$ cat src/sv/imufp_pkg.sv
// imufp_pkg: constants, quantity codes and the hunt phase type of the imu frame parser
// self-contained, used by imu_frame_parser_unit and imufp_checker

package imufp_pkg;

	// header bytes
	localparam logic [7:0] SyncByte   = 8'h0E;
	localparam logic [7:0] IdControl  = 8'hA1;
	localparam logic [7:0] IdInertial = 8'hA2;

	// body lengths in bytes, not counting the two header bytes
	localparam int BodyControl  = 18;
	localparam int BodyInertial = 42;
	localparam int BodyBits     = BodyInertial * 8;

	// bit offset of the first body byte of a control frame in the collect line
	localparam int ControlAlign = (BodyInertial - BodyControl) * 8;

	// last body index for each kind
	localparam logic [5:0] LastIdxControl  = 6'(BodyControl - 1);
	localparam logic [5:0] LastIdxInertial = 6'(BodyInertial - 1);

	// 0.3048 in Q16, feet to meters
	localparam logic signed [15:0] FeetToMQ16 = 16'sd19976;

	// quantity codes
	localparam logic [3:0] QtyRateX    = 4'd0;
	localparam logic [3:0] QtyAccX     = 4'd3;
	localparam logic [3:0] QtyAccZ     = 4'd5;
	localparam logic [3:0] QtyStatus1  = 4'd6;
	localparam logic [3:0] QtyStatus2  = 4'd7;
	localparam logic [3:0] QtyDangX    = 4'd8;
	localparam logic [3:0] QtyDvelX    = 4'd11;
	localparam logic [3:0] QtyDvelZ    = 4'd13;
	localparam logic [3:0] QtyChecksum = 4'd14;

	typedef enum logic [1:0] {
		PhHunt = 2'd0,
		PhSync = 2'd1,
		PhBody = 2'd2
	} phase_t;

endpackage

$ cat src/sv/imu_frame_parser_unit.sv
// imu_frame_parser_unit: sync/id hunting frame parser with a drain buffer and result register
// depends on imufp_pkg
//
// throughput: one byte per cycle while in_stall is low; results leave at one per cycle when out_stall is low
// order: a frame's closing byte loads the drain buffer, then its results pass through the output
//   register back to back while out_stall is low (9 or 15 in all)
// in_stall rises only on a frame's final byte while the previous frame still drains
// reset (arst_n low, asynchronous): hunting for sync, no frame draining, no result valid

module imu_frame_parser_unit
	import imufp_pkg::*;
(
	input  logic               clk,
	input  logic               arst_n,
	// byte channel
	input  logic               in_valid,
	output logic               in_stall,
	input  logic [7:0]         rx_byte,
	// result channel
	output logic               out_valid,
	input  logic               out_stall,
	output logic               frame_kind,
	output logic [3:0]         quantity,
	output logic signed [47:0] value,
	output logic               last
);

	// ---------------------------------------------------------------
	// collect side: header hunt and body shift line
	// ---------------------------------------------------------------
	phase_t              phase_q, phase_d;
	logic                kind_q;       // kind of the frame being collected
	logic [5:0]          index_q;      // body bytes taken so far
	logic [BodyBits-1:0] line_q;       // body bytes, newest at the top
	logic [BodyBits-1:0] line_full;    // line including the byte in transfer
	logic                in_acc;
	logic                frame_end;    // the byte in the body phase closes the frame
	logic [5:0]          last_idx;

	// ---------------------------------------------------------------
	// drain side: snapshot of a complete body, consumed low byte first
	// ---------------------------------------------------------------
	logic                dbusy_q;
	logic                dkind_q;
	logic [3:0]          qty_q;
	logic [BodyBits-1:0] dbuf_q;
	logic                out_ready;
	logic                load_out;

	// result datapath
	logic                is32;
	logic                is_signed16;
	logic                scaled;
	logic signed [32:0]  raw_s;
	logic signed [48:0]  prod_s;
	logic [47:0]         value_d;
	logic [3:0]          qty_next;

	// output register
	logic                out_valid_q;
	logic                frame_kind_q;
	logic [3:0]          quantity_q;
	logic [47:0]         value_q;
	logic                last_q;

	assign in_acc    = in_valid && !in_stall;
	assign last_idx  = kind_q ? LastIdxInertial : LastIdxControl;
	assign line_full = {rx_byte, line_q[BodyBits-1:8]};

	// next phase
	always_comb begin
		phase_d = phase_q;
		if (in_acc) begin
			unique case (phase_q)
				PhHunt: begin
					phase_d = (rx_byte == SyncByte) ? PhSync : PhHunt;
				end
				PhSync: begin
					if (rx_byte == IdControl || rx_byte == IdInertial) begin
						phase_d = PhBody;
					end else if (rx_byte != SyncByte) begin
						phase_d = PhHunt;
					end
				end
				PhBody: begin
					if (frame_end) begin
						phase_d = PhHunt;
					end
				end
				default: begin
					// unused code acts as hunting
					phase_d = (rx_byte == SyncByte) ? PhSync : PhHunt;
				end
			endcase
		end
	end

	// phase outputs: the closing byte waits while the drain buffer is taken
	always_comb begin
		frame_end = (phase_q == PhBody) && (index_q == last_idx);
		in_stall  = frame_end && dbusy_q;
	end

	always_ff @(posedge clk or negedge arst_n) begin
		if (!arst_n) begin
			phase_q <= PhHunt;
			kind_q  <= 1'b0;
			index_q <= '0;
		end else begin
			phase_q <= phase_d;
			if (in_acc && phase_q == PhSync) begin
				index_q <= '0;
				if (rx_byte == IdControl || rx_byte == IdInertial) begin
					kind_q <= (rx_byte == IdInertial);
				end
			end else if (in_acc && phase_q == PhBody) begin
				index_q <= frame_end ? 6'd0 : index_q + 6'd1;
			end
		end
	end

	// body bytes shift in from the top; no reset needed
	always_ff @(posedge clk) begin
		if (in_acc && phase_q == PhBody) begin
			line_q <= line_full;
		end
	end

	// ---------------------------------------------------------------
	// result datapath: field select, sign handling, unit scaling
	// ---------------------------------------------------------------
	assign is32        = (qty_q >= QtyDangX) && (qty_q <= QtyDvelZ);
	assign is_signed16 = (qty_q < QtyStatus1);
	assign scaled      = ((qty_q >= QtyAccX) && (qty_q <= QtyAccZ))
	                  || ((qty_q >= QtyDvelX) && (qty_q <= QtyDvelZ));

	always_comb begin
		if (is32) begin
			raw_s = $signed({dbuf_q[31], dbuf_q[31:0]});
		end else if (is_signed16) begin
			raw_s = $signed({{17{dbuf_q[15]}}, dbuf_q[15:0]});
		end else begin
			raw_s = $signed({17'd0, dbuf_q[15:0]});
		end
		prod_s  = raw_s * FeetToMQ16;
		value_d = scaled ? prod_s[47:0] : {{15{raw_s[32]}}, raw_s};
		// control frames skip the delta quantities
		if (!dkind_q && qty_q == QtyStatus2) begin
			qty_next = QtyChecksum;
		end else begin
			qty_next = qty_q + 4'd1;
		end
	end

	assign out_ready = !out_valid_q || !out_stall;
	assign load_out  = dbusy_q && out_ready;

	// drain control
	always_ff @(posedge clk or negedge arst_n) begin
		if (!arst_n) begin
			dbusy_q <= 1'b0;
			dkind_q <= 1'b0;
			qty_q   <= QtyRateX;
		end else if (in_acc && frame_end) begin
			dbusy_q <= 1'b1;
			dkind_q <= kind_q;
			qty_q   <= QtyRateX;
		end else if (load_out) begin
			qty_q <= qty_next;
			if (qty_q == QtyChecksum) begin
				dbusy_q <= 1'b0;
			end
		end
	end

	// drain buffer: aligned snapshot, then shifted by the field just emitted
	always_ff @(posedge clk) begin
		if (in_acc && frame_end) begin
			dbuf_q <= kind_q ? line_full : (line_full >> ControlAlign);
		end else if (load_out) begin
			dbuf_q <= is32 ? (dbuf_q >> 32) : (dbuf_q >> 16);
		end
	end

	// output register
	always_ff @(posedge clk or negedge arst_n) begin
		if (!arst_n) begin
			out_valid_q <= 1'b0;
		end else if (load_out) begin
			out_valid_q <= 1'b1;
		end else if (!out_stall) begin
			out_valid_q <= 1'b0;
		end
	end

	always_ff @(posedge clk) begin
		if (load_out) begin
			frame_kind_q <= dkind_q;
			quantity_q   <= qty_q;
			value_q      <= value_d;
			last_q       <= (qty_q == QtyChecksum);
		end
	end

	assign out_valid  = out_valid_q;
	assign frame_kind = frame_kind_q;
	assign quantity   = quantity_q;
	assign value      = $signed(value_q);
	assign last       = last_q;

endmodule

$ cat config.mk
export PLATFORM = sky130hd
export DESIGN_NAME = imu_frame_parser_unit
export DESIGN_NICKNAME = d
export VERILOG_FILES = /design/src/sv/imufp_pkg.sv /design/src/sv/imu_frame_parser_unit.sv
export SDC_FILE = /design/constraint.sdc
export NUM_CORES = 1
export LEC_CHECK = 0
export ABC_AREA = 1
export BUFFER_PORTS_ARGS = -buffer_cell sky130_fd_sc_hd__clkbuf_2
export CAP_MARGIN = 40
export CORE_ASPECT_RATIO = 0.5
export CORE_MARGIN = 5
export CORE_UTILIZATION = 44
export CTS_BUF_LIST = sky130_fd_sc_hd__clkbuf_2
export DETAILED_ROUTE_END_ITERATION = 7
export SETUP_SLACK_MARGIN = 0.3
export SYNTH_ARGS = -nofsm -noshare
export SYNTH_HDL_FRONTEND = slang
export SYNTH_SLANG_ARGS = --single-unit
$ cat constraint.sdc
create_clock -name clk -period 75.7 [get_ports clk]
set_clock_uncertainty 0.1 [all_clocks]
set_input_delay 3.785 -clock clk [delete_from_list [all_inputs] [get_ports clk]]
set_output_delay 3.785 -clock clk [all_outputs]
set_load 0.05 [all_outputs]
Yosys cells after proc, flatten, opt, wreduce, memory -nomap -nowiden --
Index checks and enable logic that the tools add are counted.
Cells by class: add/sub/neg operators 2, $mul 1, div/mod/pow operators 0, $lt $le $gt $ge 6, equal/unequal tests 12, shift operators 0, multiplexer cells 24, bitwise logic cells 0, reduce and logical (&&, ||, !) cells 24
Operator list (number):
- $mux W336 | 3
- $mux W320 | 1
- $mux W33 | 2
- $mux W48 | 1
- $mul A33 B13 Y45 const B | 1
- $mux W6 | 4
- $eq A8 B8 Y1 const B | 2
- $mux W4 | 3
- $logic_and A1 B1 Y1 | 11
- $eq A8 B4 Y1 const B | 1
- $ge A4 B4 Y1 const B | 2
- $ne A8 B4 Y1 const B | 1
- $add A6 B1 Y6 const B | 1
- $eq A6 B6 Y1 | 1
- $mux W1 | 6
- $mux W2 | 3
- $reduce_bool A2 Y1 | 3
- $add A4 B1 Y4 const B | 1
- $eq A4 B3 Y1 const B | 1
- $eq A4 B4 Y1 const B | 1
- $ge A4 B2 Y1 const B | 1
- $le A4 B3 Y1 const B | 1
- $le A4 B4 Y1 const B | 1
- $logic_not A1 Y1 | 4
- other kinds (10) | 13
Word-level totals: register bits after elaboration 742, latch bits 0, bits in writable memories 0, memory bits (read-only) 0, input port bits 12, output and inout port bits 56, word-level logic and storage cells 83, memories kept 0

Depth between registers and ports, before layout --
word-level depth 9, gate-level depth with buffers 29

Worst setup path after synthesis --
No wires, ideal clock.
path kind in2reg, from in out_stall, to reg dbuf_q[0] (enable), setup time 1501 ps, data arrival time 27347 ps, required time 74099 ps, path slack 46752 ps, stages 3, buffers on the path 0, cells stage by stage nand2_1 inv_1 o21ai_0
Between the ends: word-level cells in the longest chain between the ends 4
RTL lines:
- start, declared | line imu_frame_parser_unit.sv:21 | input logic out_stall,
- $logic_not A1 Y1
- $logic_or A1 B1 Y1 | line imu_frame_parser_unit.sv:155 | assign out_ready = !out_valid_q || !out_stall;
- $logic_and A1 B1 Y1 | line imu_frame_parser_unit.sv:156 | assign load_out = dbusy_q && out_ready;
- $reduce_bool A2 Y1 (no source line)
- end signal, assigned | line imu_frame_parser_unit.sv:179 | dbuf_q <= kind_q ? line_full : (line_full >> ControlAlign);
- end signal, assigned | line imu_frame_parser_unit.sv:181 | dbuf_q <= is32 ? (dbuf_q >> 32) : (dbuf_q >> 16);
- end, declared | line imu_frame_parser_unit.sv:46 | logic [BodyBits-1:0] dbuf_q;
No other way between the ends. A chain may end at the register's enable or synchronous reset.

Final worst setup path --
from reg kind_q, to out in_stall
Between the ends: word-level cells in the longest chain between the ends 4
RTL lines:
- start, declared | line imu_frame_parser_unit.sv:32 | logic kind_q;
- start signal, assigned | line imu_frame_parser_unit.sv:114 | kind_q <= (rx_byte == IdInertial);
- $mux W6 | line imu_frame_parser_unit.sv:67 | assign last_idx = kind_q ? LastIdxInertial : LastIdxControl;
- $eq A6 B6 Y1 | line imu_frame_parser_unit.sv:100 | frame_end = (phase_q == PhBody) && (index_q == last_idx);
- $logic_and A1 B1 Y1 | line imu_frame_parser_unit.sv:100
- $logic_and A1 B1 Y1 | line imu_frame_parser_unit.sv:101 | in_stall = frame_end && dbusy_q;
- end, declared | line imu_frame_parser_unit.sv:17 | output logic in_stall,
No other way between the ends.

==> metrics <==
Setup Buffers After CTS 0; Reg power frac 0.634; DRC viols 0; combinational fraction of design power 0.002; port bufs 67; CTS tree done; CTS max path bufs 3; power density over cell area 16.83 nW/µm²; first-pass GRT wire length 139800 µm; CP required 71.82 ns; total die area 93210 µm²; post-DP HPWL 55900 µm; Synth top area share 0.5641; Compound-Gate Fraction of Synth Area 0.1221; Syn Nets 3876; H-tree Lvls 4; Clock power frac 0.363; Setup Total Neg Slack 0 ns; maxcap violations 0; Final #Nets 3957; Avg Inst Size Synth 10.62 µm²; switch share 0.2292; status finished, final reports clean; FFs w/ async S/R, synth 0.02180; largest net degree at the start of global routing 179; # setup viols final 0; crit path cell chain inv_6 > o22ai_2 > nand3_1 > nor2_4 > nand2_1 > inv_1 > clkbuf_2; largest family of logic cells by synthesized area compound AO/OA/AOI/OAI gates; Reg2Reg Setup Slack 68.64 ns; final hold vios 0; simple-gate area share of the yosys netlist 0.1107; sequential area share after synthesis 0.5746; Worst Path Buf+Inv 3; Area Growth Syn to Fin 7.467%; Slew headroom 0.2698; largest cells by area after synthesis edfxtp_1, o21ai_0, nand2_1; R2R depth 27; IR drop worst, VDD 12.67 µV; CP max-delay cell dfrtp_4; Worst-Margin Slew 1.095 ns; drt wl/cell 17.50 µm; #FFs+latches synth 734; DR vias/cell 5.220; post-route clock period utilization 0.09446; CTS hold repair buffers 0; crit end category primary output; core footprint 86060 µm²; top cell type by total area after synthesis edfxtp_1; Final min period 7.151 ns; CTS sink count 734; grt total ovfl 0; fin cells 4953; mux cell area share after synthesis 0.009428; post-cts resize count 0; hold path cells 0; clk root buf clkbuf_2; cell family with most CP delay buffers and inverters; Max Fclk 0.1398 GHz; internal power 0.5329 mW; GRT Util Overall 0.1881; DP Cell Count 4680; Fillers 8011; vias after detailed routing 25.85k; Lkg Pwr 16.44 nW; most frequent cells in the layout edfxtp_1, nand2_1, o21ai_0, inv_1, clkbuf_2; Worst-path clk slew 0.11 ns; Post-synth top flop edfxtp_1; hold slack 0.3313 ns; Syn Inst Count 3598; GP Congestion 0.8894; CTS Buf Count 166; Worst path max stage delay 0.58 ns; DP Worst Slack 68.45 ns; number of top-level pins 68; worst-path fanout max 110; Hold WC Path Type register to register; Startpoint Class register; vias in the first global route 25.68k; Distinct cells, synth 39; Synth Area in Adders 0.1052; Crit path depth 7; DR iter-0 viols 2027; Worst Path Arrival 3.27 ns; antenna violations before repair 8; First-pass DRT Iterations 5; most common cell after layout, fill and taps aside edfxtp_1; Die Width 426.8 µm; clk_lat worst skew 1.41 ns; Initial Util 0.4441; Syn Std Cell Area 38220 µm²; Final Max Tran Viols 0; critical path class register to primary output; switching power 0.1585 mW; Post-synth EDFFs 718; Synth Area in XOR/XNOR 0.004583; Post-DRT Antenna Nets 0; fraction of layout cells with a size suffix above 1 0.1157; RSZ-0062 raised after global routing false; synth warn 0; Die Height 218.4 µm; Std-Cell Rows 76; worst setup margin 68.55 ns; wirelength, routed 86660 µm
## layer usage
metal,global-route usage,part of all wire,up-vias
met2,0.2823,0.44,742
met5,0,0.000081,-
met3,0.04261,0.067,126
met4,0.06212,0.021,2
li1,-,-,12630
met1,0.2714,0.48,12350
## cell usage after synthesis, types with 3 or more instances
| cell | n |
|---|---|
| nor3_1 | 13 |
| fa_1 | 92 |
| nand3b_1 | 8 |
| mux2i_1 | 36 |
| nand2_1 | 647 |
| or2_2 | 68 |
| or2_0 | 6 |
| dfrtp_1 | 16 |
| nand3_1 | 152 |
| o21ai_1 | 52 |
| buf_1 | 6 |
| buf_2 | 48 |
| edfxtp_1 | 718 |
| clkbuf_2 | 5 |
| buf_4 | 18 |
| clkbuf_1 | 110 |
| o21ai_0 | 516 |
| o211ai_1 | 145 |
| inv_2 | 4 |
| inv_1 | 512 |
| xnor2_1 | 14 |
| a21oi_1 | 34 |
| nand4_1 | 6 |
| ha_1 | 174 |
| nor2_1 | 94 |
| buf_6 | 3 |
| o22ai_1 | 76 |
| o21bai_1 | 6 |
| xor2_1 | 6 |
## sequential cells by signal, summed over array words and instances, names as in the netlist
register    cells
dbuf_q        336
line_q        328
value          48
index_q         6
qty_q           4
quantity        4
phase_q         2
dbusy_q         1
dkind_q         1
frame_kind      1
kind_q          1
last            1
out_valid       1
## stage by stage
stage	instance area, µm²	util	power, mW
2_1_floorplan	38220	-	0.4482
4_1_cts	41040	0.4769	0.7030
3_5_place_dp	39620	0.4604	0.4495
3_3_place_gp	39420	0.4580	0.4495
5_1_grt	41070	0.4772	0.7248
6_report	41070	0.4773	0.6914
## kinds of logic after synthesis
kind of cell,after synthesis
XOR/XNOR,20
AND/OR/NAND/NOR,1002
AO/OA/AOI/OAI,834
flip-flops,734
multiplexers,36
buffers and inverters,706
adder cells (fa/ha/maj),266
## power groups by stage
stage	Sequential [mW]	Clock (mW)	Combinational, mW
floorplan	0.448	0	0.000455
global placement	0.448	0	0.00177
detailed placement	0.448	0	0.00178
CTS	0.438	0.263	0.00178
global route	0.439	0.284	0.00189
finish	0.438	0.251	0.00170
## layout make-up
type / count / area (µm²) / area share
Timing Repair Buffer: 103 / 767.0 / 0.01867
Tap cell: 1170 / 1464 / 0.03564
Clock inverter: 28 / 224.0 / 0.005453
Inverter: 516 / 1954 / 0.04758
Antenna cell: 6 / 15.01 / 0.0003656
Multi-Input combinational cell: 2158 / 13490 / 0.3285
Clock buffer: 238 / 1191 / 0.02900
Sequential cell: 734 / 21960 / 0.5348
## path summary, 6_finish.rpt
check,startpoint,to
max in group asynchronous,arst_n,kind_q$_DFFE_PN0P_
min in group asynchronous,arst_n,phase_q[1]$_DFFE_PN0P_
worst min-delay path,line_q[252]$_DFFE_PP_,line_q[244]$_DFFE_PP_
worst max-delay path,kind_q$_DFFE_PN0P_,in_stall
worst min register to register,line_q[252]$_DFFE_PP_,line_q[244]$_DFFE_PP_
worst max register to register,qty_q[0]$_DFFE_PN0P_,value[46]$_DFFE_PP_
No activity file was read; power rests on OpenSTA's default activity.
